[src/rtl/core/lbps_pkg.sv]
// ----------------------------------------------------------------------------
// lbps_pkg: shared types and constants of the LED blink and pulse sequencer
// Command codes, payload structs, register indexes, controller and phase
// state encodings, and the brightness scaling function.
// ----------------------------------------------------------------------------
package lbps_pkg;

	localparam int QUEUE_DEPTH_DEF = 16;
	localparam int CFG_W           = 24;
	localparam int CFG_IDX_W       = 3;
	localparam int PENDING_W       = 5;

	// Register reset values.
	localparam logic [7:0]  BRIGHTNESS_RST   = 8'd24;
	localparam logic [15:0] HB_ON_TIME_RST   = 16'd140;
	localparam logic [15:0] HB_OFF_TIME_RST  = 16'd60;
	localparam logic [23:0] HB_PERIOD_RST    = 24'd300000;
	localparam logic        COLOR_MODE_RST   = 1'b0;

	// Heartbeat colors: blue-cyan for media mode, magenta for devices mode.
	localparam logic [23:0] HB_COLOR_MEDIA   = {8'd0, 8'd80, 8'd255};
	localparam logic [23:0] HB_COLOR_DEVICES = {8'd255, 8'd0, 8'd110};

	typedef enum logic [1:0] {
		CMD_TICK  = 2'd0,
		CMD_PULSE = 2'd1,
		CMD_BLINK = 2'd2,
		CMD_OFF   = 2'd3
	} cmd_t;

	typedef enum logic [CFG_IDX_W-1:0] {
		REG_BRIGHTNESS  = 3'd0,
		REG_HB_ON_TIME  = 3'd1,
		REG_HB_OFF_TIME = 3'd2,
		REG_HB_PERIOD   = 3'd3,
		REG_COLOR_MODE  = 3'd4
	} reg_index_t;

	typedef struct packed {
		cmd_t        cmd;
		logic [7:0]  red;
		logic [7:0]  green;
		logic [7:0]  blue;
		logic [7:0]  repeat_count;
		logic [15:0] on_time;
		logic [15:0] off_time;
	} req_t;

	typedef struct packed {
		logic [7:0]           led_red;
		logic [7:0]           led_green;
		logic [7:0]           led_blue;
		logic                 accepted;
		logic [PENDING_W-1:0] pending;
	} res_t;

	// One queued command. The blink flag is not kept: only the off time and
	// repeat count decide how a command runs.
	typedef struct packed {
		logic [23:0] color;
		logic [15:0] on_time;
		logic [15:0] off_time;
		logic [7:0]  repeats;
	} entry_t;

	typedef enum logic [2:0] {
		PH_IDLE = 3'b001,
		PH_ON   = 3'b010,
		PH_OFF  = 3'b100
	} phase_t;

	typedef enum logic [6:0] {
		ST_IDLE  = 7'b0000001,
		ST_PUSH  = 7'b0000010,
		ST_TICK  = 7'b0000100,
		ST_READ  = 7'b0001000,
		ST_LOAD  = 7'b0010000,
		ST_CLEAR = 7'b0100000,
		ST_OUT   = 7'b1000000
	} ctrl_state_t;

	typedef struct packed {
		logic capture;
		logic push;
		logic tick;
		logic read;
		logic load;
		logic clear;
		logic emit;
	} dp_cmd_t;

	typedef struct packed {
		logic pop_needed;
	} dp_status_t;

	// v * b / 255 without a divider. The estimate (x + x/256) / 256 is never
	// above the true quotient and at most one below it, so one compare and
	// increment finishes the job.
	function automatic logic [7:0] scale_channel(input logic [7:0] v, input logic [7:0] b);
		logic [15:0] x;
		logic [15:0] rem;
		logic [7:0]  q;
		x   = {8'd0, v} * {8'd0, b};
		q   = 8'((x + (x >> 8)) >> 8);
		rem = x - ({q, 8'd0} - {8'd0, q});
		if (rem >= 16'd255) begin
			q = q + 8'd1;
		end
		return q;
	endfunction

endpackage

[src/rtl/core/lbps_ram.sv]
// ----------------------------------------------------------------------------
// lbps_ram: generic single write port, single read port RAM
// Synchronous write, registered read data.
// ----------------------------------------------------------------------------
module lbps_ram #(
	parameter int WIDTH = 8,
	parameter int DEPTH = 16
) (
	input  logic                     clk,
	input  logic                     we,
	input  logic [$clog2(DEPTH)-1:0] waddr,
	input  logic [WIDTH-1:0]         wdata,
	input  logic                     re,
	input  logic [$clog2(DEPTH)-1:0] raddr,
	output logic [WIDTH-1:0]         rdata
);

	logic [WIDTH-1:0] mem_q [DEPTH];
	logic [WIDTH-1:0] rdata_q;

	always_ff @(posedge clk) begin
		if (we) begin
			mem_q[waddr] <= wdata;
		end
		if (re) begin
			rdata_q <= mem_q[raddr];
		end
	end

	assign rdata = rdata_q;

endmodule

[src/rtl/core/lbps_ctrl.sv]
// ----------------------------------------------------------------------------
// lbps_ctrl: sequencing controller
// Walks each command through push, tick, queue read and load, clear and
// result steps, and drives the result strobe.
// ----------------------------------------------------------------------------
module lbps_ctrl import lbps_pkg::*; (
	input  logic       clk,
	input  logic       arst_n,
	input  logic       start,
	input  cmd_t       cmd,
	input  dp_status_t status,
	output logic       busy,
	output logic       done,
	output dp_cmd_t    dp_cmd
);

	ctrl_state_t state_q, state_d;
	logic        done_q;
	logic        accept;

	assign accept = start && (state_q == ST_IDLE);
	assign busy   = (state_q != ST_IDLE);
	assign done   = done_q;

	always_comb begin
		state_d = state_q;
		case (state_q)
			ST_IDLE: begin
				if (start) begin
					case (cmd)
						CMD_TICK: state_d = ST_TICK;
						CMD_OFF:  state_d = ST_CLEAR;
						default:  state_d = ST_PUSH;
					endcase
				end
			end
			ST_PUSH:  state_d = ST_OUT;
			ST_CLEAR: state_d = ST_OUT;
			ST_TICK:  state_d = ST_READ;
			ST_READ:  state_d = status.pop_needed ? ST_LOAD : ST_OUT;
			ST_LOAD:  state_d = ST_OUT;
			ST_OUT:   state_d = ST_IDLE;
			default:  state_d = ST_IDLE;
		endcase
	end

	always_comb begin
		dp_cmd.capture = accept;
		dp_cmd.push    = (state_q == ST_PUSH);
		dp_cmd.tick    = (state_q == ST_TICK);
		dp_cmd.read    = (state_q == ST_READ);
		dp_cmd.load    = (state_q == ST_LOAD);
		dp_cmd.clear   = (state_q == ST_CLEAR);
		dp_cmd.emit    = (state_q == ST_OUT);
	end

	always_ff @(posedge clk or negedge arst_n) begin
		if (!arst_n) begin
			state_q <= ST_IDLE;
			done_q  <= 1'b0;
		end else begin
			state_q <= state_d;
			done_q  <= (state_q == ST_OUT);
		end
	end

endmodule

[src/rtl/core/lbps_datapath.sv]
// ----------------------------------------------------------------------------
// lbps_datapath: queue, phase timers, heartbeat and output scaling
// Holds the configuration registers, the command queue memory with its head
// and count, the running command and the result register.
// ----------------------------------------------------------------------------
module lbps_datapath import lbps_pkg::*; #(
	parameter int QUEUE_DEPTH = QUEUE_DEPTH_DEF
) (
	input  logic                 clk,
	input  logic                 arst_n,
	input  req_t                 request,
	input  dp_cmd_t              dp_cmd,
	output dp_status_t           status,
	input  logic                 cfg_we,
	input  logic [CFG_IDX_W-1:0] cfg_index,
	input  logic [CFG_W-1:0]     cfg_data,
	output res_t                 result
);

	localparam int AW = $clog2(QUEUE_DEPTH);
	localparam int CW = $clog2(QUEUE_DEPTH + 1);
	localparam int SW = CW + 1;
	localparam logic [CW-1:0] CNT_ONE  = CW'(1);
	localparam logic [CW-1:0] CNT_FULL = CW'(QUEUE_DEPTH);
	localparam logic [AW-1:0] HEAD_ONE = AW'(1);
	localparam logic [AW-1:0] HEAD_TOP = AW'(QUEUE_DEPTH - 1);
	localparam logic [SW-1:0] SUM_WRAP = SW'(QUEUE_DEPTH);

	// Configuration registers.
	logic [7:0]  brightness_q;
	logic [15:0] hb_on_time_q;
	logic [15:0] hb_off_time_q;
	logic [23:0] hb_period_q;
	logic        color_mode_q;

	// Sequencer state.
	req_t        item_q;
	logic [AW-1:0] head_q;
	logic [CW-1:0] count_q;
	phase_t      phase_q;
	logic [15:0] phase_timer_q;
	logic [7:0]  repeats_q;
	logic [23:0] active_color_q;
	logic [15:0] active_on_q;
	logic [15:0] active_off_q;
	logic [23:0] hb_timer_q;
	logic        accepted_q;
	res_t        result_q;

	// Queue memory port.
	logic        mem_we;
	logic [AW-1:0] mem_waddr;
	entry_t      mem_wdata;
	entry_t      mem_rdata;

	// Push path, shared by requests and the heartbeat.
	logic          req_valid;
	logic          full;
	logic [SW-1:0] tail_sum;
	logic [AW-1:0] tail_slot;
	logic [AW-1:0] head_inc;
	entry_t        req_entry;
	entry_t        hb_entry;

	// Tick path.
	logic [23:0] hb_period_eff;
	logic [23:0] hb_inc;
	logic        hb_fire;
	logic        hb_push;
	phase_t      phase_d;
	logic [15:0] timer_d;
	logic [7:0]  repeats_d;
	logic [15:0] timer_dec;
	logic [7:0]  repeats_dec;
	logic [15:0] on_start;
	logic [7:0]  pop_repeats;

	assign req_valid = (item_q.cmd == CMD_PULSE) ||
		((item_q.cmd == CMD_BLINK) && (item_q.repeat_count != 8'd0));
	assign full      = (count_q == CNT_FULL);
	assign tail_sum  = SW'(head_q) + SW'(count_q);
	assign tail_slot = (tail_sum >= SUM_WRAP) ? AW'(tail_sum - SUM_WRAP) : AW'(tail_sum);
	assign head_inc  = (head_q == HEAD_TOP) ? '0 : head_q + HEAD_ONE;

	always_comb begin
		req_entry.color    = {item_q.red, item_q.green, item_q.blue};
		req_entry.on_time  = item_q.on_time;
		if (item_q.cmd == CMD_BLINK) begin
			req_entry.off_time = item_q.off_time;
			req_entry.repeats  = item_q.repeat_count;
		end else begin
			req_entry.off_time = 16'd0;
			req_entry.repeats  = 8'd1;
		end
		hb_entry.color    = color_mode_q ? HB_COLOR_DEVICES : HB_COLOR_MEDIA;
		hb_entry.on_time  = hb_on_time_q;
		hb_entry.off_time = hb_off_time_q;
		hb_entry.repeats  = 8'd1;
	end

	// A heartbeat is only queued into an empty queue, so it lands at the head.
	assign hb_period_eff = (hb_period_q == 24'd0) ? 24'd1 : hb_period_q;
	assign hb_inc        = hb_timer_q + 24'd1;
	assign hb_fire       = (hb_inc >= hb_period_eff) || (hb_inc == 24'd0);
	assign hb_push       = dp_cmd.tick && hb_fire && (count_q == '0);

	assign mem_we    = (dp_cmd.push && req_valid) || hb_push;
	assign mem_waddr = full ? head_q : tail_slot;
	assign mem_wdata = dp_cmd.push ? req_entry : hb_entry;

	lbps_ram #(
		.WIDTH ($bits(entry_t)),
		.DEPTH (QUEUE_DEPTH)
	) u_queue (
		.clk   (clk),
		.we    (mem_we),
		.waddr (mem_waddr),
		.wdata (mem_wdata),
		.re    (dp_cmd.read),
		.raddr (head_q),
		.rdata (mem_rdata)
	);

	// Phase advance on a tick.
	assign timer_dec   = (phase_timer_q != 16'd0) ? phase_timer_q - 16'd1 : 16'd0;
	assign repeats_dec = (repeats_q != 8'd0) ? repeats_q - 8'd1 : 8'd0;
	assign on_start    = (active_on_q == 16'd0) ? 16'd1 : active_on_q;

	always_comb begin
		phase_d   = phase_q;
		timer_d   = phase_timer_q;
		repeats_d = repeats_q;
		case (phase_q)
			PH_ON: begin
				timer_d = timer_dec;
				if (timer_dec == 16'd0) begin
					if (active_off_q != 16'd0) begin
						phase_d = PH_OFF;
						timer_d = active_off_q;
					end else begin
						repeats_d = repeats_dec;
						phase_d   = (repeats_dec != 8'd0) ? PH_ON : PH_IDLE;
						timer_d   = (repeats_dec != 8'd0) ? on_start : 16'd0;
					end
				end
			end
			PH_OFF: begin
				timer_d = timer_dec;
				if (timer_dec == 16'd0) begin
					repeats_d = repeats_dec;
					phase_d   = (repeats_dec != 8'd0) ? PH_ON : PH_IDLE;
					timer_d   = (repeats_dec != 8'd0) ? on_start : 16'd0;
				end
			end
			default: phase_d = PH_IDLE;
		endcase
	end

	assign status.pop_needed = (phase_q == PH_IDLE) && (count_q != '0);
	assign pop_repeats       = (mem_rdata.repeats == 8'd0) ? 8'd1 : mem_rdata.repeats;

	always_ff @(posedge clk or negedge arst_n) begin
		if (!arst_n) begin
			brightness_q  <= BRIGHTNESS_RST;
			hb_on_time_q  <= HB_ON_TIME_RST;
			hb_off_time_q <= HB_OFF_TIME_RST;
			hb_period_q   <= HB_PERIOD_RST;
			color_mode_q  <= COLOR_MODE_RST;
		end else if (cfg_we) begin
			case (cfg_index)
				REG_BRIGHTNESS:  brightness_q  <= cfg_data[7:0];
				REG_HB_ON_TIME:  hb_on_time_q  <= cfg_data[15:0];
				REG_HB_OFF_TIME: hb_off_time_q <= cfg_data[15:0];
				REG_HB_PERIOD:   hb_period_q   <= cfg_data[23:0];
				REG_COLOR_MODE:  color_mode_q  <= cfg_data[0];
				default: ;
			endcase
		end
	end

	always_ff @(posedge clk or negedge arst_n) begin
		if (!arst_n) begin
			head_q         <= '0;
			count_q        <= '0;
			phase_q        <= PH_IDLE;
			phase_timer_q  <= 16'd0;
			repeats_q      <= 8'd0;
			active_color_q <= 24'd0;
			active_on_q    <= 16'd0;
			active_off_q   <= 16'd0;
			hb_timer_q     <= 24'd0;
			accepted_q     <= 1'b0;
		end else begin
			if (dp_cmd.capture) begin
				accepted_q <= 1'b0;
			end
			if (dp_cmd.push && req_valid) begin
				accepted_q <= 1'b1;
				if (full) begin
					head_q <= head_inc;
				end else begin
					count_q <= count_q + CNT_ONE;
				end
			end
			if (dp_cmd.tick) begin
				hb_timer_q    <= hb_fire ? 24'd0 : hb_inc;
				phase_q       <= phase_d;
				phase_timer_q <= timer_d;
				repeats_q     <= repeats_d;
				if (hb_push) begin
					count_q <= CNT_ONE;
				end
			end
			if (dp_cmd.load) begin
				active_color_q <= mem_rdata.color;
				active_on_q    <= mem_rdata.on_time;
				active_off_q   <= mem_rdata.off_time;
				repeats_q      <= pop_repeats;
				phase_q        <= PH_ON;
				phase_timer_q  <= (mem_rdata.on_time == 16'd0) ? 16'd1 : mem_rdata.on_time;
				head_q         <= head_inc;
				count_q        <= count_q - CNT_ONE;
			end
			if (dp_cmd.clear) begin
				head_q        <= '0;
				count_q       <= '0;
				phase_q       <= PH_IDLE;
				phase_timer_q <= 16'd0;
				repeats_q     <= 8'd0;
			end
		end
	end

	always_ff @(posedge clk) begin
		if (dp_cmd.capture) begin
			item_q <= request;
		end
		if (dp_cmd.emit) begin
			if (phase_q == PH_ON) begin
				result_q.led_red   <= scale_channel(active_color_q[23:16], brightness_q);
				result_q.led_green <= scale_channel(active_color_q[15:8], brightness_q);
				result_q.led_blue  <= scale_channel(active_color_q[7:0], brightness_q);
			end else begin
				result_q.led_red   <= 8'd0;
				result_q.led_green <= 8'd0;
				result_q.led_blue  <= 8'd0;
			end
			result_q.accepted <= accepted_q;
			result_q.pending  <= PENDING_W'(count_q);
		end
	end

	assign result = result_q;

endmodule

[src/rtl/core/led_blink_pulse_sequencer.sv]
// ----------------------------------------------------------------------------
// led_blink_pulse_sequencer: RGB LED pulse and blink sequencer
// Queues pulse and blink requests, plays them out on one-millisecond ticks,
// adds a heartbeat pulse while the queue is empty and scales the shown color.
// ----------------------------------------------------------------------------
//
//  Channel   Signals                          Handshake
//  --------  -------------------------------  ---------------------------------
//  request   start, busy, request             beat taken when start && !busy
//  result    done, result                     beat valid for the one done cycle
//  config    cfg_we, cfg_index, cfg_data      write taken when cfg_we is high
//
// Every input beat produces exactly one result beat. Pulse and blink run the
// push step, all-off the clear step, and then the output step loads the
// result register and done is registered from it. A tick runs the tick and
// queue read steps, and the load step when it starts a queued command, since
// the queue memory has a registered read and the head entry is fetched in a
// step of its own. Busy stays high from the taking edge until the result
// cycle, so one command is in flight at a time. Reset clears the controller,
// the queue pointers, the phase timers and loads the register defaults; the
// queue memory needs no clearing because only counted entries are ever read.
// The result side cannot stall: the result is shown for one cycle only.
//
// Configuration writes are meant for idle periods between commands.
// ----------------------------------------------------------------------------
module led_blink_pulse_sequencer import lbps_pkg::*; #(
	parameter int QUEUE_DEPTH = QUEUE_DEPTH_DEF
) (
	input  logic                 clk,
	input  logic                 arst_n,
	input  logic                 start,
	output logic                 busy,
	input  req_t                 request,
	output logic                 done,
	output res_t                 result,
	input  logic                 cfg_we,
	input  logic [CFG_IDX_W-1:0] cfg_index,
	input  logic [CFG_W-1:0]     cfg_data
);

	// Commands from the controller to the datapath and status coming back.
	dp_cmd_t    dp_cmd;
	dp_status_t dp_status;

	// The controller decides the step sequence from the command code alone;
	// the only status it needs is whether a tick left the sequencer idle with
	// work waiting in the queue.
	lbps_ctrl u_ctrl (
		.clk    (clk),
		.arst_n (arst_n),
		.start  (start),
		.cmd    (request.cmd),
		.status (dp_status),
		.busy   (busy),
		.done   (done),
		.dp_cmd (dp_cmd)
	);

	// The datapath owns all architectural state, including the configuration
	// registers and the result register that is loaded in the output step.
	lbps_datapath #(
		.QUEUE_DEPTH (QUEUE_DEPTH)
	) u_datapath (
		.clk       (clk),
		.arst_n    (arst_n),
		.request   (request),
		.dp_cmd    (dp_cmd),
		.status    (dp_status),
		.cfg_we    (cfg_we),
		.cfg_index (cfg_index),
		.cfg_data  (cfg_data),
		.result    (result)
	);

endmodule

[config.mk]
export PLATFORM = sky130hd
export DESIGN_NAME = led_blink_pulse_sequencer
export DESIGN_NICKNAME = d
export VERILOG_FILES = /design/src/rtl/core/lbps_pkg.sv /design/src/rtl/core/lbps_ram.sv /design/src/rtl/core/lbps_ctrl.sv /design/src/rtl/core/lbps_datapath.sv /design/src/rtl/core/led_blink_pulse_sequencer.sv
export SDC_FILE = /design/constraint.sdc
export NUM_CORES = 2
export LEC_CHECK = 0
export BUFFER_PORTS_ARGS = -buffer_cell sky130_fd_sc_hd__buf_2
export CORE_ASPECT_RATIO = 1.1
export CORE_MARGIN = 4
export CORE_UTILIZATION = 35
export CTS_CLUSTER_DIAMETER = 100
export DETAILED_ROUTE_END_ITERATION = 8
export PLACE_DENSITY_LB_ADDON = 0.15
export RECOVER_POWER = 25
export SKIP_LAST_GASP = 1
export SLEW_MARGIN = 20
export SYNTH_ARGS = -nofsm -noshare
export SYNTH_HDL_FRONTEND = slang
export SYNTH_HIERARCHICAL = 1
export SYNTH_SLANG_ARGS = --single-unit
[constraint.sdc]
create_clock -name clk -period 25.2 [get_ports clk]
set_clock_uncertainty 0.05 [all_clocks]
set_input_delay 3.78 -clock clk [delete_from_list [all_inputs] [get_ports clk]]
set_output_delay 3.78 -clock clk [all_outputs]
set_load 0.02 [all_outputs]
## After elaboration in Yosys (flattened, before gate mapping)

Memories as Yosys holds them, arrays and structs flattened. A register that Yosys moved wholly into a read port is not among the register bits.
Index checks and enable logic that the tools add are counted.
W data, S select, Z words.

| cells by class | value |
|---|---|
| $add $sub $neg | 20 |
| $mul | 3 |
| magnitude comparators | 5 |
| equality and inequality tests | 24 |
| multiplexer cells | 57 |
| reductions and logical operators | 39 |

Operator list:

| kind | count |
|---|---|
| $mux W16 | 10 |
| $mux W24 | 4 |
| $mux W8 | 11 |
| $mux W64 | 1 |
| $add A16 B8 Y16 | 3 |
| $ge A16 B8 Y1 const B | 3 |
| $logic_not A16 Y1 | 3 |
| $logic_not A24 Y1 | 2 |
| $mul A8 B8 Y16 | 3 |
| $sub A16 B16 Y16 | 3 |
| $sub A16 B8 Y16 | 3 |
| $pmux W16 S2 | 1 |
| $reduce_bool A16 Y1 | 2 |
| $mux W5 | 6 |
| $mux W4 | 7 |
| $pmux W7 S4 | 1 |
| $add A24 B1 Y24 const B | 1 |
| $add A8 B1 Y8 const B | 3 |
| $ge A24 B24 Y1 | 1 |
| $reduce_bool A8 Y1 | 3 |
| $mux W3 | 6 |
| $pmux W8 S2 | 1 |
| $sub A16 B1 Y16 const B | 1 |
| $mux W7 | 2 |
| other kinds (43) | 67 |

| word-level totals | value |
|---|---|
| register bits | 286 |
| memory bits (writable) | 1024 |
| input bits | 97 |
| output and inout bits | 32 |
| word-level logic and storage cells | 178 |
| memories | 1 |

Memory list:

| name | depth | width | read ports | clocked after Yosys merged registers in | wr ports | RTL line | source |
|---|---|---|---|---|---|---|---|
| u_datapath.u_queue.mem_q | 16 | 64 | 1 | 1 | 1 | lbps_ram.sv:18 | `logic [WIDTH-1:0] mem_q [DEPTH];` |

## Logic depth before layout (Yosys ltp)

| depth | value |
|---|---|
| depth after elaboration | 10 |
| depth in mapped cells | 42 |
| gate-level depth less buffers | 39 |

## Cells and area by module

Netlist, hierarchy kept.

By module, submodules not included:

| module | instances | cells each | area each (sq um) | sequential area each (sq um) |
|---|---|---|---|---|
| lbps_ram | 1 | 1647 | 40223.6 | 32671.3 |
| lbps_datapath | 1 | 2678 | 24760.0 | 7459.7 |
| lbps_ctrl | 1 | 45 | 483.0 | 201.4 |

## Least setup slack after synthesis

No wires, ideal clock.

| path | value |
|---|---|
| kind | register -> register |
| start | reg u_datapath.brightness_q[4] |
| end | reg u_datapath.result_q (netlist bit u_datapath/result[23]) (data pin) |
| setup time | 0.266 ns |
| arrival | 9.077 ns |
| required time | 24.884 ns |
| slack | 15.807 ns |
| cell stages (with the launch flop) | 40 |
| path buffers | 2 |
| period minus slack after synthesis | 9.393 ns |
| cells stage by stage | dfstp_2 -> clkbuf_1 -> nand2_1 -> fa_1 -> fa_1 -> inv_1 -> fa_1 -> inv_1 -> fa_1 -> inv_1 -> ha_1 -> and2_1 -> a221o_1 -> nor2_1 -> o311ai_0 -> ha_1 -> nor2b_1 -> o2111ai_1 -> [... 4 more ...] -> a21o_1 -> and3_1 -> ha_1 -> inv_1 -> ha_1 -> inv_1 -> ha_1 -> nand2_1 -> o21ai_0 -> a2111oi_0 -> or2_2 -> o311ai_0 -> nor2b_1 -> o211ai_1 -> nand2_1 -> clkbuf_1 -> mux2i_1 -> nor2_1 |

| between the ends | value |
|---|---|
| longest elaborated chain between the ends | 6 |
| elaborated cells between the ends (all ways) | 7 |
| those cells by class | 4 x add/sub; 1 x mul; 1 x order compare; 1 x mux |

Ends and longest elaborated chain:

| element | RTL line | source |
|---|---|---|
| start: declaration | lbps_datapath.sv:30 | `logic [7:0] brightness_q;` |
| start signal: assignment | lbps_datapath.sv:171 | `REG_BRIGHTNESS: brightness_q <= cfg_data[7:0];` |
| $mul A8 B8 Y16 * | lbps_pkg.sv:103 | `x = {8'd0, v} * {8'd0, b};` |
| $add A16 B8 Y16 | lbps_pkg.sv:104 | `q = 8'((x + (x >> 8)) >> 8);` |
| $sub A16 B8 Y16 | lbps_pkg.sv:105 | `rem = x - ({q, 8'd0} - {8'd0, q});` |
| $sub A16 B16 Y16 | lbps_pkg.sv:105 |  |
| $ge A16 B8 Y1 | lbps_pkg.sv:106 | `if (rem >= 16'd255) begin` |
| $mux W8 * | lbps_pkg.sv:106 |  |
| end: declaration | lbps_datapath.sv:48 | `res_t result_q;` |

Mark *: on every way between the ends. The rest lies on a longest branch, timed or not.
A chain may end at the register's enable or synchronous reset.

## Worst setup path after layout

| path | value |
|---|---|
| start | reg u_datapath.brightness_q[7] |
| end | reg u_datapath.result_q (netlist bit u_datapath/result[21]) (data pin) |

The elaborated chain is that of the path after synthesis.

==> reports/metrics.cfg <==
[run_status]
status = finished, violations left
failed_checks = capacitance limit, slew limit

[placed_design]
port_buffers = 128
dpl_cell_area_sq_um = 69160
dp_hpwl_microns = 105100
post-place-ws_ps = 14500
place.gp.congestion = 0.8103
place_inst = 6836

[floorplanning]
dieArea_sq_um = 194000
die_x_microns = 420.4
start_util_pct = 35.18
num_rows = 166
fp.dieH_microns = 461.6
pin_count = 129
core_sq_um = 186100

[timing]
tns_ps = 0
setup_ws_ps = 14750
slew-limit-headroom_pct = -234.5
fin_crit_ps = 10450
worst_slew_pin_slew_ps = 5017
hold_viol = 0
finalSetupViolCount = 0
period_share_pct = 41.48
rsz0062_at_grt = no
holdWs_ps = 401.2
maxSlewViolCount = 365
fmax_mhz = 95.67

[clocking]
clk_latency_ps = 810
cts_made_buffers = 152
clkSinkCount = 1374
post_cts_buffers = 0
cts_hold_buf = 0
clk_pin_slew_ps = 60
clockBufferDepth = 3
cts_tree = done
cts.htree.levels = 4
post_cts_resized = 0
cts_root_buffer = clkbuf_16

[route]
wl_microns = 174900
first_iter_violations = 3122
ant_nets = 0
drc_errors = 0
dr_total_vias = 37740
avgViaCountPerCell = 5.302
wl_per_cell_microns = 24.57
firstDrtPassIters = 5

[cells_and_area]
fin_nets = 5004
final_util_pct = 39.71
final_cells = 7119
drive_gt1_share_pct = 18.12
final_area_sq_um = 73900
syn_to_final_growth_pct = 12.89
fillers = 17270

[critical_path]
critPathBufInv = 5
crit_family = adder cells
reg2reg_from = u_datapath/brightness_q[7]
reg2reg_slack_ps = 14750
path_max_fanout = 25
reg2reg_depth = 36
cp_data_required_time_ps = 25770
arrival_ps = 11020
r2r_end = u_datapath/result[21]
start_kind = flip-flop
critical_path_class = reg2reg
slowest_delay_ps = 820
cp.depth = 36
cp-end-kind = flip-flop
crit_path_top_delay_cell = dfrtp_1

[pwr]
total_power_mw = 6.094
comb_power_share_pct = 19.5
ir_worst_vdd_mv = 0.06258
seqPwrFrac_pct = 44.9
internal_power_mw = 4.360
power.density_nw_per_um2 = 82.46
p_leak_nw = 26.94
power_switching_mw = 1.734
switching_share_pct = 28.46
pwr-share-clk_pct = 35.7

[grt]
grt_pass1_vias = 38580
grt_max_degree = 101
overflow = 0
grt_use_total_pct = 18.11
antenna_found_initial = 10
grt_pass1_wl_microns = 260800

[min_path]
min_path_cells = 0
min_path_type = reg2reg
min_to = u_datapath/result[5]
hp-start = u_datapath/accepted_q

[yosys]
synth_ff_type = edfxtp_1
ys_ff_latch = 1374
syn_avg_cell_area_sq_um = 14.98
ys.warnings.count = 6
syn_area_sq_um = 65470
synth_edf_count = 1184
async_flop_share_pct = 13.83
seq_area_frac_synth_pct = 61.61
synthCells = 4370
yosysUniqueCellTypes = 92
synth_nets = 4820

[run]
maxCapViolations = 9

[worst max-delay path by stage]
stage / start / endpoint / slack, ps
2_1_floorplan: u_datapath/brightness_q[4] / u_datapath/result[23] / 15810
3_3_place_gp: u_datapath/brightness_q[7] / u_datapath/result[28] / 14620
3_5_place_dp: u_datapath/brightness_q[7] / u_datapath/result[23] / 14500
4_1_cts: u_datapath/brightness_q[7] / u_datapath/result[23] / 14450
5_1_grt: u_datapath/brightness_q[7] / u_datapath/result[23] / 13730
6_report: u_datapath/brightness_q[7] / u_datapath/result[21] / 14750
[state kept, by name, indices dropped and copies added, names as in the netlist, 24 cells and up]
register                   flops
u_datapath/u_queue/rdata      64
u_datapath/active_color_q     24
u_datapath/hb_timer_q         24
u_datapath/item_q             66
u_datapath/u_queue/mem_q    1024
u_datapath/hb_period_q        24
u_datapath/result             30
[Yosys cell counts (17+ instances only)]
cell type | count | area, sq um
edfxtp_1 | 1184 | 35550
inv_1 | 301 | 1130
nand2_1 | 290 | 1089
mux4_2 | 256 | 5766
ha_1 | 244 | 3053
and2_1 | 195 | 1220
dfrtp_1 | 171 | 4279
o21ai_0 | 159 | 795.8
a22oi_1 | 135 | 1013
nor2_1 | 131 | 491.7
a21oi_1 | 130 | 650.6
clkbuf_1 | 124 | 465.5
mux2_2 | 112 | 1261
fa_1 | 109 | 2182
xnor2_1 | 89 | 779.5
nand3_1 | 54 | 270.3
nor3_1 | 54 | 270.3
a21o_1 | 44 | 330.3
xor2_1 | 39 | 341.6
and3_1 | 35 | 219.0
nand2b_1 | 34 | 212.7
nor4_1 | 33 | 206.5
buf_1 | 23 | 86.33
nor2b_1 | 21 | 131.4
or3_1 | 21 | 131.4
dfstp_2 | 19 | 499.2
o211ai_1 | 19 | 142.6
nand4_1 | 18 | 112.6
a211oi_1 | 17 | 127.6
buf_2 | 17 | 85.08
mux2i_1 | 17 | 170.2
o21a_1 | 17 | 127.6
[area by class of cell]
| cell class | instances | area (sq um) | share of cell area (%) |
|---|---|---|---|
| multi-input combinational | 2507 | 23290 | 31.51 |
| tap | 2436 | 3048 | 4.124 |
| antenna | 2 | 5.005 | 0.006772 |
| timing repair buffer | 217 | 1222 | 1.654 |
| clock buffer | 194 | 4051 | 5.482 |
| sequential | 1374 | 40340 | 54.58 |
| inverter | 302 | 1134 | 1.534 |
| clock inverter | 87 | 820.8 | 1.111 |
[power groups by stage]
stage	logic (mW)	registers (mW)	clock network, mW
3_3_place_gp	1.18	2.78	0
2_1_floorplan	0.890	2.73	0
3_5_place_dp	1.19	2.78	0
6_report	1.19	2.73	2.17
5_1_grt	1.33	2.75	2.34
4_1_cts	1.20	2.74	2.24
[logic make-up after synthesis]
kind of cell / synth area share (%)
buffers and inverters: 3.066
flip-flops: 61.61
multiplexers: 10.99
adder cells (fa/ha/maj): 7.996
AO/OA/AOI/OAI: 6.922
XOR/XNOR: 1.806
AND/OR/NAND/NOR: 7.609
[layer usage]
| metal | GRT usage, % | up-vias | wire length (microns) |
|---|---|---|---|
| li1 | - | 17000 | - |
| met1 | 25.85 | 19750 | 80610 |
| met2 | 29.39 | 789 | 82890 |
| met3 | 2.811 | 204 | 8396 |
| met4 | 3.865 | 0 | 2982 |
| met5 | 0 | - | 0 |
[placed cells by master (no fill, tap or decap), types with 12 or more instances in the layout]
master        n
and3_1       35
xor2_1       39
a21o_1       44
dfstp_2      19
nor3_1       50
or3_1        21
or2_2        15
buf_2       119
clkbuf_16   152
ha_1        244
nor2_1      117
dfrtp_1     170
nand2_1     290
o31ai_1      12
nor2_4       14
clkinv_1     27
nor2b_1      19
o2bb2ai_1    15
o21ai_0     158
edfxtp_1   1184
o211ai_1     19
clkbuf_1     64
buf_4        66
a211oi_1     17
nor4_1       33
a21oi_1     130
clkinv_2     25
mux2i_1      17
mux4_2      256
fa_1        109
mux2_2      105
and2_1      186
xnor2_1      89
inv_1       301
nand4_1      18
nand2b_1     34
a22oi_1     135
o21a_1       17
nand3_1      54
No activity file was read; power rests on OpenSTA's default activity.
